===== src/rtl/core/button_event_detector_unit_macros.svh =====
// Assertion macros for the button event detector
`ifndef BUTTON_EVENT_DETECTOR_UNIT_MACROS_SVH
`define BUTTON_EVENT_DETECTOR_UNIT_MACROS_SVH

// same-cycle implication, checked out of reset
`define BED_ASSERT_IMP(lbl, ante, cons, msg) \
    lbl: assert property (@(posedge i_clk) disable iff (!i_rst_n) (ante) |-> (cons)) \
        else $error(msg);

// next-cycle implication, checked out of reset
`define BED_ASSERT_NXT(lbl, ante, cons, msg) \
    lbl: assert property (@(posedge i_clk) disable iff (!i_rst_n) (ante) |=> (cons)) \
        else $error(msg);

`endif


===== src/rtl/core/bed_pkg.sv =====
// Shared types, constants and helpers for the button event detector
package bed_pkg;

    localparam int TIMER_BITS = 16;
    localparam int TAP_W      = 4;
    localparam int CFG_IDX_W  = 3;

    localparam logic [TAP_W-1:0] MAX_TAPS = TAP_W'(15);

    localparam int T_PUSH = 0;
    localparam int T_REL  = 1;
    localparam int T_WIN  = 2;
    localparam int T_REP  = 3;
    localparam int T_H0   = 4;
    localparam int T_H1   = 5;
    localparam int NTIM   = 6;

    localparam logic [CFG_IDX_W-1:0] REG_ACTIVE_HIGH     = 3'd0;
    localparam logic [CFG_IDX_W-1:0] REG_DEBOUNCE        = 3'd1;
    localparam logic [CFG_IDX_W-1:0] REG_TAP_WINDOW      = 3'd2;
    localparam logic [CFG_IDX_W-1:0] REG_TAP_LIMIT       = 3'd3;
    localparam logic [CFG_IDX_W-1:0] REG_REPEAT_START    = 3'd4;
    localparam logic [CFG_IDX_W-1:0] REG_REPEAT_INTERVAL = 3'd5;
    localparam logic [CFG_IDX_W-1:0] REG_HOLD_NOW        = 3'd6;
    localparam logic [CFG_IDX_W-1:0] REG_HOLD_DEFERRED   = 3'd7;

    localparam logic [TIMER_BITS-1:0] DEBOUNCE_RST        = TIMER_BITS'(50);
    localparam logic [TIMER_BITS-1:0] TAP_WINDOW_RST      = TIMER_BITS'(300);
    localparam logic [TIMER_BITS-1:0] REPEAT_INTERVAL_RST = TIMER_BITS'(1000);

    typedef enum logic [1:0] {
        MODE_IDLE   = 2'd0,
        MODE_PUSHED = 2'd1,
        MODE_HELD   = 2'd2
    } t_mode;

    typedef struct packed {
        logic                  active_high;
        logic [TIMER_BITS-1:0] debounce_ticks;
        logic [TIMER_BITS-1:0] tap_window_ticks;
        logic [TAP_W-1:0]      tap_limit;
        logic [TIMER_BITS-1:0] repeat_start_ticks;
        logic [TIMER_BITS-1:0] repeat_interval_ticks;
        logic [TIMER_BITS-1:0] hold_now_ticks;
        logic [TIMER_BITS-1:0] hold_deferred_ticks;
    } t_cfg;

    typedef struct packed {
        logic                  start;
        logic                  stop;
        logic [TIMER_BITS-1:0] period;
    } t_tmr_cmd;

    typedef struct packed {
        logic             push_event;
        logic             hold_event;
        logic             hold_release_event;
        logic             count_event;
        logic [TAP_W-1:0] reported_taps;
        logic             short_tap_event;
        logic             release_event;
        logic             repeat_event;
        t_mode            pressed_mode;
    } t_result;

    function automatic logic [TIMER_BITS-1:0] clamp_period(input logic [TIMER_BITS-1:0] v);
        return (v == '0) ? TIMER_BITS'(1) : v;
    endfunction

endpackage


===== src/rtl/core/button_event_detector_unit.sv =====
// Top level of the button event detector: config registers, input and result stages
//
//  channel   direction  handshake            payload
//  -------   ---------  -------------------  ------------------------------------
//  tick in   input      i_valid / o_ready    i_pin_level
//  events    output     o_valid / i_ready    o_push_event .. o_pressed_mode
//  config    input      i_cfg_wr_en          i_cfg_index, i_cfg_data
//
// One tick per clock cycle unless the output stalls. An accepted tick is held in the tick
// register, then passes through the timer bank and handlers into the result register,
// where its events appear on the output.
// Synchronous active-low reset; no clearing pass.
// A stalled result holds; the tick register keeps its tick and takes no new one while the result waits.
`include "button_event_detector_unit_macros.svh"

module button_event_detector_unit import bed_pkg::*; (
    input  logic                  i_clk,
    input  logic                  i_rst_n,
    input  logic                  i_valid,
    output logic                  o_ready,
    input  logic                  i_pin_level,
    output logic                  o_valid,
    input  logic                  i_ready,
    output logic                  o_push_event,
    output logic                  o_hold_event,
    output logic                  o_hold_release_event,
    output logic                  o_count_event,
    output logic [TAP_W-1:0]      o_reported_taps,
    output logic                  o_short_tap_event,
    output logic                  o_release_event,
    output logic                  o_repeat_event,
    output logic [1:0]            o_pressed_mode,
    input  logic                  i_cfg_wr_en,
    input  logic [CFG_IDX_W-1:0]  i_cfg_index,
    input  logic [TIMER_BITS-1:0] i_cfg_data
);

    t_cfg    r_cfg;
    logic    r_in_valid;
    logic    r_pin;
    logic    r_out_valid;
    t_result r_out;
    t_result res;
    logic    adv;

    assign adv     = r_in_valid && (!r_out_valid || i_ready);
    assign o_ready = !r_in_valid || adv;

    always_ff @(posedge i_clk) begin
        if (!i_rst_n) begin
            r_cfg.active_high           <= 1'b0;
            r_cfg.debounce_ticks        <= DEBOUNCE_RST;
            r_cfg.tap_window_ticks      <= TAP_WINDOW_RST;
            r_cfg.tap_limit             <= '0;
            r_cfg.repeat_start_ticks    <= '0;
            r_cfg.repeat_interval_ticks <= REPEAT_INTERVAL_RST;
            r_cfg.hold_now_ticks        <= '0;
            r_cfg.hold_deferred_ticks   <= '0;
        end else if (i_cfg_wr_en) begin
            unique case (i_cfg_index)
                REG_ACTIVE_HIGH:     r_cfg.active_high           <= i_cfg_data[0];
                REG_DEBOUNCE:        r_cfg.debounce_ticks        <= i_cfg_data;
                REG_TAP_WINDOW:      r_cfg.tap_window_ticks      <= i_cfg_data;
                REG_TAP_LIMIT:       r_cfg.tap_limit             <= i_cfg_data[TAP_W-1:0];
                REG_REPEAT_START:    r_cfg.repeat_start_ticks    <= i_cfg_data;
                REG_REPEAT_INTERVAL: r_cfg.repeat_interval_ticks <= i_cfg_data;
                REG_HOLD_NOW:        r_cfg.hold_now_ticks        <= i_cfg_data;
                REG_HOLD_DEFERRED:   r_cfg.hold_deferred_ticks   <= i_cfg_data;
                default: begin
                end
            endcase
        end
    end

    // hold the tick until the result stage can take its events
    always_ff @(posedge i_clk) begin
        if (!i_rst_n) begin
            r_in_valid <= 1'b0;
        end else if (o_ready) begin
            r_in_valid <= i_valid;
        end
    end

    always_ff @(posedge i_clk) begin
        if (i_valid && o_ready) begin
            r_pin <= i_pin_level;
        end
    end

    bed_core u_core (
        .i_clk   (i_clk),
        .i_rst_n (i_rst_n),
        .i_adv   (adv),
        .i_pin   (r_pin),
        .i_cfg   (r_cfg),
        .o_res   (res)
    );

    always_ff @(posedge i_clk) begin
        if (!i_rst_n) begin
            r_out_valid <= 1'b0;
        end else if (adv) begin
            r_out_valid <= 1'b1;
        end else if (i_ready) begin
            r_out_valid <= 1'b0;
        end
    end

    always_ff @(posedge i_clk) begin
        if (adv) begin
            r_out <= res;
        end
    end

    assign o_valid              = r_out_valid;
    assign o_push_event         = r_out.push_event;
    assign o_hold_event         = r_out.hold_event;
    assign o_hold_release_event = r_out.hold_release_event;
    assign o_count_event        = r_out.count_event;
    assign o_reported_taps      = r_out.reported_taps;
    assign o_short_tap_event    = r_out.short_tap_event;
    assign o_release_event      = r_out.release_event;
    assign o_repeat_event       = r_out.repeat_event;
    assign o_pressed_mode       = r_out.pressed_mode;

    `BED_ASSERT_IMP(a_taps_zero, r_out_valid && !r_out.count_event, r_out.reported_taps == '0, "reported taps without count event")
    `BED_ASSERT_IMP(a_taps_nonzero, r_out_valid && r_out.count_event, r_out.reported_taps != '0, "count event with zero taps")
    `BED_ASSERT_IMP(a_release_idle, r_out_valid && r_out.release_event, r_out.pressed_mode == MODE_IDLE, "release leaves mode not idle")
    `BED_ASSERT_IMP(a_short_release, r_out_valid && r_out.short_tap_event, r_out.release_event, "short tap without release")
    `BED_ASSERT_NXT(a_tick_held, r_in_valid && r_out_valid && !i_ready, r_in_valid, "stalled tick dropped")

endmodule


===== src/rtl/core/bed_timer.sv =====
// One countdown timer: early start or stop, a countdown step per tick, late start or stop
module bed_timer import bed_pkg::*; (
    input  logic     i_clk,
    input  logic     i_rst_n,
    input  logic     i_adv,
    input  t_tmr_cmd i_pre,
    input  t_tmr_cmd i_post,
    output logic     o_expire,
    output logic     o_run_after
);

    logic                  r_run;
    logic [TIMER_BITS-1:0] r_cnt;
    logic                  n_run;
    logic [TIMER_BITS-1:0] n_cnt;
    logic                  run_p;
    logic [TIMER_BITS-1:0] cnt_p;
    logic                  run_c;
    logic [TIMER_BITS-1:0] cnt_c;

    always_comb begin
        run_p = r_run;
        cnt_p = r_cnt;
        if (i_pre.start) begin
            run_p = 1'b1;
            cnt_p = clamp_period(i_pre.period);
        end else if (i_pre.stop) begin
            run_p = 1'b0;
            cnt_p = '0;
        end

        run_c    = run_p;
        cnt_c    = cnt_p;
        o_expire = 1'b0;
        if (!i_pre.start && run_p) begin
            cnt_c = (cnt_p == '0) ? '0 : cnt_p - TIMER_BITS'(1);
            if (cnt_c == '0) begin
                run_c    = 1'b0;
                o_expire = 1'b1;
            end
        end
        o_run_after = run_c;

        n_run = run_c;
        n_cnt = cnt_c;
        if (i_post.start) begin
            n_run = 1'b1;
            n_cnt = clamp_period(i_post.period);
        end else if (i_post.stop) begin
            n_run = 1'b0;
            n_cnt = '0;
        end
    end

    always_ff @(posedge i_clk) begin
        if (!i_rst_n) begin
            r_run <= 1'b0;
            r_cnt <= '0;
        end else if (i_adv) begin
            r_run <= n_run;
            r_cnt <= n_cnt;
        end
    end

endmodule


===== src/rtl/core/bed_core.sv =====
// Button state, timer bank and per-tick event handlers
module bed_core import bed_pkg::*; (
    input  logic    i_clk,
    input  logic    i_rst_n,
    input  logic    i_adv,
    input  logic    i_pin,
    input  t_cfg    i_cfg,
    output t_result o_res
);

    logic             r_last;
    t_mode            r_mode;
    logic             r_hold_pending;
    logic [TAP_W-1:0] r_taps;
    t_mode            n_mode;
    logic             n_hold_pending;
    logic [TAP_W-1:0] n_taps;

    t_tmr_cmd         pre  [NTIM];
    t_tmr_cmd         post [NTIM];
    logic [NTIM-1:0]  tmr_exp;
    logic [NTIM-1:0]  tmr_run;

    logic             pressed;
    logic             edge_on;
    logic             edge_off;
    logic             push_ok;
    logic             rel_hit;
    logic             win_hit;
    logic             rep_hit;
    logic             h0_hit;
    logic             h1_hit;
    logic             rep_on;
    logic             ev_cnt;
    logic             ev_hrel;
    logic [TAP_W-1:0] taps_out;

    for (genvar gi = 0; gi < NTIM; gi++) begin : g_tmr
        bed_timer u_tmr (
            .i_clk       (i_clk),
            .i_rst_n     (i_rst_n),
            .i_adv       (i_adv),
            .i_pre       (pre[gi]),
            .i_post      (post[gi]),
            .o_expire    (tmr_exp[gi]),
            .o_run_after (tmr_run[gi])
        );
    end

    assign pressed  = (i_pin == i_cfg.active_high);
    assign edge_on  = (i_pin != r_last) && pressed;
    assign edge_off = (i_pin != r_last) && !pressed;
    assign rep_on   = (i_cfg.repeat_start_ticks != '0);

    assign push_ok = tmr_exp[T_PUSH] && pressed;
    assign rel_hit = tmr_exp[T_REL] && !tmr_exp[T_PUSH] && !pressed;
    assign win_hit = tmr_exp[T_WIN] && !push_ok;
    assign rep_hit = tmr_exp[T_REP] && !push_ok && !rel_hit;
    assign h0_hit  = tmr_exp[T_H0] && pressed;
    assign h1_hit  = tmr_exp[T_H1] && pressed;

    always_comb begin
        pre[T_PUSH]  = '{start: edge_on, stop: 1'b0, period: i_cfg.debounce_ticks};
        pre[T_REL]   = '{start: edge_off, stop: 1'b0, period: i_cfg.debounce_ticks};
        pre[T_WIN]   = '{start: 1'b0, stop: 1'b0, period: '0};
        pre[T_REP]   = '{start: 1'b0, stop: 1'b0, period: '0};
        pre[T_H0]    = '{start:  edge_on && (i_cfg.hold_now_ticks != '0),
                         stop:   edge_on && (i_cfg.hold_now_ticks == '0),
                         period: i_cfg.hold_now_ticks};
        pre[T_H1]    = '{start:  edge_on && (i_cfg.hold_deferred_ticks != '0),
                         stop:   edge_on && (i_cfg.hold_deferred_ticks == '0),
                         period: i_cfg.hold_deferred_ticks};

        post[T_PUSH] = '{start: 1'b0, stop: 1'b0, period: '0};
        post[T_REL]  = '{start:  tmr_exp[T_PUSH] && !pressed,
                         stop:   push_ok,
                         period: i_cfg.debounce_ticks};
        post[T_WIN]  = '{start: push_ok, stop: 1'b0, period: i_cfg.tap_window_ticks};
        post[T_REP]  = '{start:  (push_ok && rep_on) || rep_hit,
                         stop:   (push_ok && !rep_on) || rel_hit,
                         period: rep_hit ? i_cfg.repeat_interval_ticks
                                         : i_cfg.repeat_start_ticks};
        post[T_H0]   = '{start: 1'b0, stop: rel_hit, period: '0};
        post[T_H1]   = '{start: 1'b0, stop: rel_hit, period: '0};
    end

    always_comb begin
        n_mode         = r_mode;
        n_taps         = r_taps;
        n_hold_pending = r_hold_pending;
        ev_cnt         = 1'b0;
        ev_hrel        = 1'b0;
        taps_out       = '0;

        if (push_ok) begin
            n_mode = MODE_PUSHED;
            if (r_taps < MAX_TAPS) begin
                n_taps = r_taps + TAP_W'(1);
            end
        end

        if (win_hit) begin
            if (i_cfg.tap_limit != '0 && r_taps != '0 && r_taps <= i_cfg.tap_limit &&
                r_mode == MODE_IDLE) begin
                ev_cnt   = 1'b1;
                taps_out = r_taps;
            end
            n_taps = '0;
        end

        if (rel_hit) begin
            if (r_hold_pending && r_mode != MODE_IDLE) begin
                ev_hrel        = 1'b1;
                n_hold_pending = 1'b0;
            end else if (r_mode == MODE_PUSHED && !tmr_run[T_WIN] &&
                         i_cfg.tap_limit != '0) begin
                ev_cnt   = 1'b1;
                taps_out = TAP_W'(1);
            end
            n_mode = MODE_IDLE;
        end

        if (h0_hit || h1_hit) begin
            n_mode = MODE_HELD;
        end
        if (h1_hit) begin
            n_hold_pending = 1'b1;
        end

        o_res.push_event         = push_ok;
        o_res.hold_event         = h0_hit;
        o_res.hold_release_event = ev_hrel;
        o_res.count_event        = ev_cnt;
        o_res.reported_taps      = ev_cnt ? taps_out : '0;
        o_res.short_tap_event    = rel_hit && (r_mode == MODE_PUSHED);
        o_res.release_event      = rel_hit && (r_mode != MODE_IDLE);
        o_res.repeat_event       = rep_hit;
        o_res.pressed_mode       = n_mode;
    end

    always_ff @(posedge i_clk) begin
        if (!i_rst_n) begin
            r_last         <= 1'b1;
            r_mode         <= MODE_IDLE;
            r_hold_pending <= 1'b0;
            r_taps         <= '0;
        end else if (i_adv) begin
            r_last         <= i_pin;
            r_mode         <= n_mode;
            r_hold_pending <= n_hold_pending;
            r_taps         <= n_taps;
        end
    end

endmodule

===== config.mk =====
export PLATFORM = sky130hd
export DESIGN_NAME = button_event_detector_unit
export DESIGN_NICKNAME = d
export VERILOG_FILES = /design/src/rtl/core/bed_pkg.sv /design/src/rtl/core/button_event_detector_unit.sv /design/src/rtl/core/bed_timer.sv /design/src/rtl/core/bed_core.sv
export VERILOG_INCLUDE_DIRS = /design/src /design/src/rtl/core
export SDC_FILE = /design/constraint.sdc
export NUM_CORES = 1
export LEC_CHECK = 0
export BUFFER_PORTS_ARGS = -buffer_cell sky130_fd_sc_hd__clkbuf_2
export CORE_AREA = 4 4 182 184
export CTS_CLUSTER_SIZE = 30
export DETAILED_ROUTE_END_ITERATION = 7
export DIE_AREA = 0 0 186 188
export GPL_TIMING_DRIVEN = 0
export HOLD_SLACK_MARGIN = 0.15
export PLACE_DENSITY_LB_ADDON = 0.2
export SYNTH_ARGS = -nofsm -noshare
export SYNTH_HDL_FRONTEND = slang
export SYNTH_SLANG_ARGS = --single-unit

===== constraint.sdc =====
create_clock -name i_clk -period 13.4 [get_ports i_clk]
set_input_delay 2.68 -clock i_clk [delete_from_list [all_inputs] [get_ports i_clk]]
set_output_delay 2.68 -clock i_clk [all_outputs]
set_load 0.01 [all_outputs]

* Word-level counts from Yosys, hierarchy flattened
Cells that the tools add are included.
Cells by class: $lt $le $gt $ge 2, $add $sub $neg 7, equal/unequal tests 10, reduce and logical (&&, ||, !) cells 92, muxes and demuxes 90
Operators with widths (number):
- two-way mux 16 bit | 31
- zero test 16 bit | 17
- subtractor 16 x 1 -> 16 bit, second input constant | 6
- two-way mux 1 bit | 48
- nonzero test 16 bit | 3
- two-way mux 4 bit | 8
- logical AND 1 bit | 31
- AND reduction 2 bit | 10
- nonzero test 2 bit | 7
- == test 3 bit, second input constant | 4
- zero test 1 bit | 12
- nonzero test 4 bit | 2
- == test 3 x 2 -> 1 bit, second input constant | 2
- two-way mux 2 bit | 3
- AND reduction 3 bit | 2
- logical OR 1 bit | 5
- adder 4 x 1 -> 4 bit, second input constant | 1
- <= comparator 4 bit | 1
- < comparator 4 bit, second input constant | 1
- == test 3 x 1 -> 1 bit, second input constant | 1
- zero test 3 bit | 1
- nonzero test 3 bit | 1
- == test 2 x 1 -> 1 bit, second input constant | 1
- zero test 2 bit | 1
- 2 further kinds | 2
Word-level totals: output and inout bits 15, bits of input ports 25, flip-flop bits (word level) 227

* Logic depth before layout (Yosys ltp)
Gate-level depths: netlist of run 1.
depth after elaboration 17, depth in mapped cells 20, mapped depth without buffers 14

* Hierarchy
A second synthesis of run 1 with hierarchy kept.
Second synthesis, totals: cells, all modules 2092, area total of the unflattened synthesis 16428.3 µm²
Modules (own cells, without submodules):
- bed_timer at u_core.g_tmr[2].u_tmr ... | instances 4, area an instance 1824.2 µm², cells each 256, seq. area each 340.3 µm²
- button_event_detector_unit | instances 1, area an instance 4360.4 µm², cells each 391, seq. area each 2482.4 µm²
- bed_timer at u_core.g_tmr[0].u_tmr ... | instances 2, area an instance 1795.5 µm², cells each 261, seq. area each 340.3 µm²
- bed_core | instances 1, area an instance 1179.9 µm², cells each 155, seq. area each 160.2 µm²

* Least setup slack after synthesis of run 1
No wires, ideal clock.
path kind input to output, start input i_ready, end output o_ready, stages 2, setup slack 7.743 ns, path buffers 0, data arrival time 2.977 ns, cells stage by stage nor2b_1 nand2_1
On the way: word-level cells in the longest chain between the ends 3
Ends and longest elaborated chain:
- start, declared | RTL line button_event_detector_unit.sv:23 | input logic i_ready,
- logical OR 1 bit | RTL line button_event_detector_unit.sv:46 | assign adv = r_in_valid && (!r_out_valid || i_ready);
- logical AND 1 bit | RTL line button_event_detector_unit.sv:46
- logical OR 1 bit | RTL line button_event_detector_unit.sv:47 | assign o_ready = !r_in_valid || adv;
- end, declared | RTL line button_event_detector_unit.sv:20 | output logic o_ready,
No other way between the ends.

==> results of run 1 <==
[registers in the layout (all words and copies together), names as in the netlist, 2 cells and up]
| signal | cells |
|---|---|
| u_core.g_tmr.u_tmr.r_run | 6 |
| r_cfg | 101 |
| u_core.g_tmr.u_tmr.r_cnt | 96 |
| o_pressed_mode | 2 |
| o_reported_taps | 4 |
| u_core.r_taps | 4 |
| u_core.r_mode | 2 |
[power groups by stage]
stage / combinational, µW / sequential, µW / clock [µW]
after global placement: 297 / 730 / 0
after global routing: 333 / 718 / 827
after detailed placement: 298 / 731 / 0
after CTS: 299 / 716 / 800
final: 307 / 717 / 783
after floorplan: 210 / 725 / 0
[layer usage]
layer | wire length (µm) | global-route usage, % | part of all wire, % | vias up
met2 | 22600 | 43.6 | 44 | 698
met1 | 22000 | 39.7 | 43 | 6912
met5 | 0 | 0 | 0 | -
met4 | 1920 | 9.39 | 3.8 | 0
met3 | 4430 | 4.68 | 8.7 | 125
li1 | - | - | - | 6913
[stage by stage]
stage          hold WS [ps]  total power, µW  area [µm²]  setup slack (ps)  utilization, %
6_report                458             1810       15400              6930            49.1
5_1_grt                 479             1880       15400              6770            49.1
4_1_cts                 460             1810       15400              7140            49.1
3_5_place_dp            452             1030       14400              7170            46.0
3_3_place_gp            445             1030       14400              7040            46.0
2_1_floorplan           431              935       13800              7740               -
[worst paths after layout]
kind	to	slack, ps	cells past startpoint
worst max-delay path	o_pressed_mode[0]$_DFFE_PP_	6930	17
worst min register to register	u_core.g_tmr[0].u_tmr.r_cnt[14]$_SDFFE_PN0P_	460	2
worst max register to register	o_pressed_mode[0]$_DFFE_PP_	6930	17
worst min-delay path	u_core.g_tmr[0].u_tmr.r_cnt[14]$_SDFFE_PN0P_	460	2
[final cells by class]
type                    count  area (µm²)
plain buffers             127         536
clock buffers              39         815
clock inverters            13         158
fillers                  3172       16000
inverters                  20        75.1
multi-input cells        1493        8470
flip-flops and latches    227        4680
well taps                 402         503
repair buffers             36         180
[worst max-delay path, delay by kind of cell, from the launching register on]
family	cells	cell delay [ps]
buffers and inverters	7	2670
DFF	1	360
muxes	1	330
and+or+nand+nor	3	1180
AOI/OAI and AO/OA	5	1270
adders and majority gates	1	310
[cells by family after synthesis]
family | share of synthesized area [%]
xor gates and xnor gates | 1.59
buffers and inverters | 4.43
muxes | 4.65
and+or+nand+nor | 31.7
DFF | 34.0
AOI/OAI and AO/OA | 22.4
adders and majority gates | 1.18
[placed cells by master, fill, tap and decap left out, types with 20 or more instances in the layout]
| cell type | Yosys | layout |
|---|---|---|
| sky130_fd_sc_hd__clkbuf_16 | 0 | 30 |
| sky130_fd_sc_hd__nor2_1 | 142 | 142 |
| sky130_fd_sc_hd__nand3_1 | 96 | 96 |
| sky130_fd_sc_hd__o21ai_0 | 85 | 85 |
| sky130_fd_sc_hd__and3_1 | 33 | 33 |
| sky130_fd_sc_hd__o211ai_1 | 20 | 20 |
| sky130_fd_sc_hd__nor3_1 | 81 | 81 |
| sky130_fd_sc_hd__mux2i_1 | 54 | 54 |
| sky130_fd_sc_hd__a311oi_1 | 22 | 22 |
| sky130_fd_sc_hd__clkbuf_2 | 0 | 37 |
| sky130_fd_sc_hd__a21oi_1 | 208 | 208 |
| sky130_fd_sc_hd__nand4_1 | 24 | 24 |
| sky130_fd_sc_hd__dfxtp_1 | 213 | 213 |
| sky130_fd_sc_hd__nand2_1 | 347 | 347 |
| sky130_fd_sc_hd__nor4_1 | 38 | 38 |
| sky130_fd_sc_hd__clkbuf_1 | 91 | 96 |
==> out/results.txt, run 1 <==
The number of max-slew violations in the final report was 0. Summed over all failing endpoints, the final setup total negative slack is 0 ps. Setup repair after global routing left no endpoint under its margin. The share of total power consumed by net switching was 29.9%. The tools report the clock network latency to the later pin of the worst-skew pair as 570 ps.

The flow ran to the end, and the final reports show no timing, DRC or antenna violations. Library cell with the highest instance count after synthesis: sky130_fd_sc_hd__nand2_1. The number of inserted diodes was 0; the cell internal power dissipation was 1270 µW.

The number of antenna violations at the first check in global routing was 1. Counting along the longest clock path gives a buffer depth of 3. Number of synthesized register bits: 227. The commonest register cell after synthesis is sky130_fd_sc_hd__dfxtp_1. In this run the core area contains 65 standard-cell rows. Count of H-tree levels built during CTS: 1.

Routability-driven placement finished with a final weighted congestion of 0.962. The buffer type at the clock tree root is sky130_fd_sc_hd__clkbuf_16. The largest fanout on the critical path came out at 10. The hold buffer count at CTS is 0. The final layout contains routed wiring with a total length of 50900 µm. Detailed routing inserted a total of 14648 vias. Sorting the synthesized cells by area gives the leading types as sky130_fd_sc_hd__dfxtp_1 (31%), sky130_fd_sc_hd__nand2_1 (9.5%), sky130_fd_sc_hd__a21oi_1 (7.6%), sky130_fd_sc_hd__mux2i_1 (3.9%), sky130_fd_sc_hd__nor2_1 (3.9%). After clock tree synthesis, the clock-pin slew on the worst setup and hold paths is 60 ps. The run gives 43.4% as the clock network power share. The share of async-settable or async-resettable flops after synthesis was 0%. Ranked by instance count, the synthesized netlist is headed by sky130_fd_sc_hd__nand2_1 (347), sky130_fd_sc_hd__dfxtp_1 (213), sky130_fd_sc_hd__a21oi_1 (208).

The beginning of the worst register-to-register path is r_pin$_DFFE_PP_. During I/O placement, the number of pins put on the boundary was 40. The net switching power figure was 540 µW. The worst path uses 48.3% of the clock period. The total number of nets in the final design is 1971. The time the final worst path needs with I/O delays and setup was 6470 ps; the number of buffers added by the clock tree synthesis step was 28. The run gives 13800 µm² as the synthesized area. The tool flagged a number of max-cap violations equal to 0. The tools report the number of global-route vias before repair as 13165.

The post-synthesis net count is 1905, and the number of setup buffers added after CTS is 0. On the worst path, the slowest cell contributes a delay of 600 ps. Sequential elements use 34.0% of the synthesized area. In the final layout, the share of cells above drive strength 1 is 7.88%. The core region is 31400 µm².

In this run the power density over the cells is 117 nW/µm². In this run, post-CTS repair resized a total of 0 instances. IR analysis of the VDD net gives a maximum drop of 94.9 µV. Measured against its own limit, the worst slew margin works out to 32.2%.

The netlist uses 96 different library cells. The floorplan step set the die width to 186 µm. STA puts the critical path data arrival time at 6720 ps. The run gives 1570 as the violation count after the first detailed-route iteration. For the initial standard-cell utilization of the core, the log shows 43.8%. Most used cell along the critical path: sky130_fd_sc_hd__clkbuf_1. The signal on the critical path passes through buf_2 > o21a_2 > buf_6 > nor2_4 > buf_1 > clkbuf_1 > buf_2 > clkbuf_1 > mux2i_1 > ha_1 > o21ai_1 > or4_1 > clkbuf_1 > o21ai_0 > nand3_1 > a21oi_1 > a211oi_1.

At the worst endpoint, the required time is 13650 ps. After detailed routing, the number of vias per cell comes to 6.21. Slowest cell on the critical path: sky130_fd_sc_hd__buf_1.

The worst setup path is captured at a flop. The mean area per synthesized cell was 7.37 µm²; the area growth from synthesis to final layout was 12.0%. After synthesis, the largest area contributor takes up 31.0% of total cell area.

CTS sink count: 227. The synthesized design spends more area on one cell type than any other, namely sky130_fd_sc_hd__dfxtp_1. The wire-length estimate of the detail-placed layout is 37000 µm.

In this run the tool buffered the top-level ports with 36 buffer cells. The cell count after synthesis came out at 1867. For the maximum clock skew at final layout, the log shows 30.0 ps.

Sequential cells account for 39.7% of the total power. The tools report the portion of total power attributed to combinational logic as 17.0%. Critical hold path startpoint: u_core.g_tmr[0].u_tmr.r_cnt[14]$_SDFFE_PN0P_.

For this run, the top clock speed supported by timing is 155 MHz. The first TritonRoute pass finished after 6 iterations. The logs give 28.1% for the total routing resource utilization after global routing and 2305 for the total placed cells including tap cells.

The residual antenna-violating net count after detailed routing was 0. For the pin with the worst max-slew slack, the measured transition is 1010 ps. Leakage dissipation: 0.00566 µW. In the routed design, unresolved DRC markers number 0. Per-cell routed wire length: 21.6 µm. The die covers 35000 µm². For the final hold violation count, the log shows 0. TritonCTS built the clock tree. After global routing the overflow that remains totals 0.

The finished layout holds 2357 standard cells, fillers aside. The first global-routing pass estimated 77900 µm of wire. By startpoint and endpoint, the worst setup path is classified as flop to flop. Maximum number of pins on one net before global-route repair: 23. The number of synthesized flops with an enable pin is 14, and the die height is 188 µm. During synthesis, Yosys emitted a total of 0 warnings.

The path class of the tightest hold or removal check is flop to flop. The critical path starts at r_pin$_DFFE_PP_. The tools report the total of endpoints with negative setup slack in the final report as 0. The worst setup path is launched from a flop.
No activity file was read; power rests on OpenSTA's default activity.
==> run 2: changes to the inputs <==
Clock period 13.4 ns to 5.65 ns, I/O delays scaled along.
==> run 2 against run 1 <==
Flip-flop and latch count is the same. Global-route usage is essentially flat. Core utilization is essentially flat. Count of clock-buffer cells in the layout is the same.
==> out/results.txt, run 2 (synthesis gave the netlist of run 1 again) <==
The flow ran to the end, and the final reports show no timing, DRC or antenna violations. The final hold violation count is 0. The peak clock frequency supported by timing came out at 189 MHz. The run gives 0 as the number of max-slew violations in the final report.

Global route total overflow: 0. In the final routed layout, each cell accounts on average for 21.7 µm. The worst setup path is of the flop to flop kind. From synthesis to final layout, the design area changed by 12.1%. The x dimension of the die is 186 µm, and the met1 track demand over resource in global routing is 39.7%. IR analysis of the VDD net gives a maximum drop of 226 µV. Layout cell share with drive strength beyond 1: 7.94%. At the end of routability-driven placement, the weighted congestion stood at 0.962.

The most heavily used metal layer in global routing was met2. In this run, placement finished with an instance count of 2305. Setup repair after global routing left no endpoint under its margin. The tools report the critical hold path startpoint as u_core.g_tmr[1].u_tmr.r_cnt[6]$_SDFFE_PN0P_. The register with the most flip-flops in the layout has 101 of them.

Clock latency on the worst-skew pair, taken at its later pin, is 580 ps. Non-filler instance count after layout: 2355. The number of rows in the core area is 65.

The cell area after placement was 14400 µm². The routing usage on met2 is 43.5%. The run gives 23 as the maximum number of pins on one net before global-route repair.

Clock-pin slew was measured on the worst setup and hold paths at 60 ps. The largest registers in the layout are r_cfg: 101 flops, u_core.g_tmr.u_tmr.r_cnt: 96 flops, u_core.g_tmr.u_tmr.r_run: 6 flops. The logs give 35000 µm² for the area enclosed by the die boundary and 31.9 ps for the maximum clock skew at final layout.

For the number of antenna violations at the first check in global routing, the log shows 1. The library cell used most frequently in the layout, excluding fill and tap cells, is sky130_fd_sc_hd__nand2_1. The detail-routed via count per cell came out at 6.21. The tree is rooted in a sky130_fd_sc_hd__clkbuf_16. The logs give 34.3% for the worst-case headroom to the max-slew limit and 43.8% for the initial standard-cell utilization of the core. The tools report the maximum buffer depth of the clock tree as 3. Global routing consumed, over all layers together, 28.1% of the routing resources.

The tools report the CTS sink count as 227. The tools report the beginning of the worst register-to-register path as u_core.r_last$_SDFFE_PN1P_. Data arrives at the worst endpoint at 5590 ps. The period utilization came out at 93.8%.

The routed layout has 14617 vias. The worst setup path is launched from a flop. The classification of the worst-slack hold path was flop to flop.

In this run the post-CTS setup repair buffer count came out at 0. The total area inside the core boundary comes to 31400 µm². TritonCTS built the clock tree. The first global-routing pass estimated 77900 µm of wire.

The routed design could run at a clock period as short as 5300 ps. The power per standard cell area came out at 278 nW/µm². The die height was 188 µm; the quantity of I/O buffers inserted on ports was 36.

The post-detailed-route DRC marker count was 0; the number of inserted diodes was 0. Summing all non-filler instances in the final layout gives an area of 15400 µm². The violation count after the first detailed-route iteration was 1604; the number of global-route vias before repair was 13151. In this run the worst path has a maximum fanout of 10. The analysis attributes to cell leakage a power of 0.00565 µW. The element type at the critical path end was a flop. Largest register by flop count: r_cfg. The logs give 28 for the number of buffers added by the clock tree synthesis step and 4290 µW for the overall power of the completed layout. The total of endpoints with negative setup slack in the final report is 0. The total detailed-routing wirelength was 51100 µm; the estimated wirelength of the detail-placed design was 37000 µm.

Global routing consumed, on the met3 layer, 4.64% of the routing resources. The top cell types in the final layout, fill and taps aside, are sky130_fd_sc_hd__nand2_1 (347), sky130_fd_sc_hd__dfxtp_1 (213), sky130_fd_sc_hd__a21oi_1 (208). At the end of the flow, the number of nets in the layout was 1969. The run gives 0 as the residual antenna-violating net count after detailed routing. Tracing the worst setup path back leads to its startpoint at u_core.r_last$_SDFFE_PN1P_. For the count of H-tree levels built during CTS, the log shows 1. For the number of iterations in the first detailed-routing pass, the log shows 6. For the worst path required time, the log shows 5940 ps. The number of top-level pins is 40.

The transition time at the pin with the least slew margin is 977 ps, and the count of max-cap constraint violations is 0.
run 2: cell types whose count changed in the layout (fill, tap and decap cells not counted):
cell                       change
sky130_fd_sc_hd__clkbuf_1      -2
sky130_fd_sc_hd__a311oi_2      -1
sky130_fd_sc_hd__a311oi_4      +1
sky130_fd_sc_hd__buf_1         -1
sky130_fd_sc_hd__nor2_2        +1
run 2: metal layers:
metal	vias up	share of wire [%]
li1	6924	-
met1	6881	43
met2	695	44
met3	117	8.8
met4	0	3.9
met5	-	0
run 2: worst paths after layout:
kind	depth (start not counted)	slack [ps]	endpoint
min reg2reg	2	460	u_core.g_tmr[1].u_tmr.r_cnt[6]$_SDFFE_PN0P_
min	2	460	u_core.g_tmr[1].u_tmr.r_cnt[6]$_SDFFE_PN0P_
max reg2reg	16	350	o_pressed_mode[1]$_DFFE_PP_
max	16	350	o_pressed_mode[1]$_DFFE_PP_
run 2: report_power, final:
group	switching, µW	internal, µW	total, µW
Sequential	40.5	1660	1700
Combinational	491	237	727
Clock	752	1110	1860
run 2: layout make-up:
cell class              count  area, µm²
clock inverters            13        158
inverters                  20       75.1
well taps                 402        503
clock buffers              39        815
multi-input cells        1494       8490
fillers                  3176      16000
repair buffers             36        180
plain buffers             124        524
flip-flops and latches    227       4680
run 2: metrics by stage:
step / TNS [ps] / setup slack [ps] / utilization, % / hold WS, ps
after floorplan: 0 / 1120 / - / 431
after global placement: -5570 / -706 / 46.0 / 445
after detailed placement: -3640 / -578 / 46.0 / 452
after CTS: 0 / 83.8 / 49.1 / 460
after global routing: 0 / 126 / 49.1 / 479
final: 0 / 352 / 49.1 / 456
run 2: critical path, cell delays in order (launching register included):
cell and delay [ps]:
sky130_fd_sc_hd__dfxtp_1 350, sky130_fd_sc_hd__buf_4 180, sky130_fd_sc_hd__buf_2 190, sky130_fd_sc_hd__nand3b_1 350, sky130_fd_sc_hd__nand2_2 270, sky130_fd_sc_hd__o21ai_0 550
sky130_fd_sc_hd__ha_1 340, sky130_fd_sc_hd__o21ai_0 100, sky130_fd_sc_hd__and4bb_1 270, sky130_fd_sc_hd__buf_2 210, sky130_fd_sc_hd__a21oi_1 90, sky130_fd_sc_hd__a311o_1 380
sky130_fd_sc_hd__a2111o_1 370, sky130_fd_sc_hd__a311oi_4 550, sky130_fd_sc_hd__nor2_1 230, sky130_fd_sc_hd__clkbuf_1 310, sky130_fd_sc_hd__a21o_1 280
run 2: what timing repair did:
item	CTS	global route
gates cloned	0	1
gates resized for setup	0	1
pin swaps	0	1
endpoints found under the setup margin	21	6
hold buffers	0	0
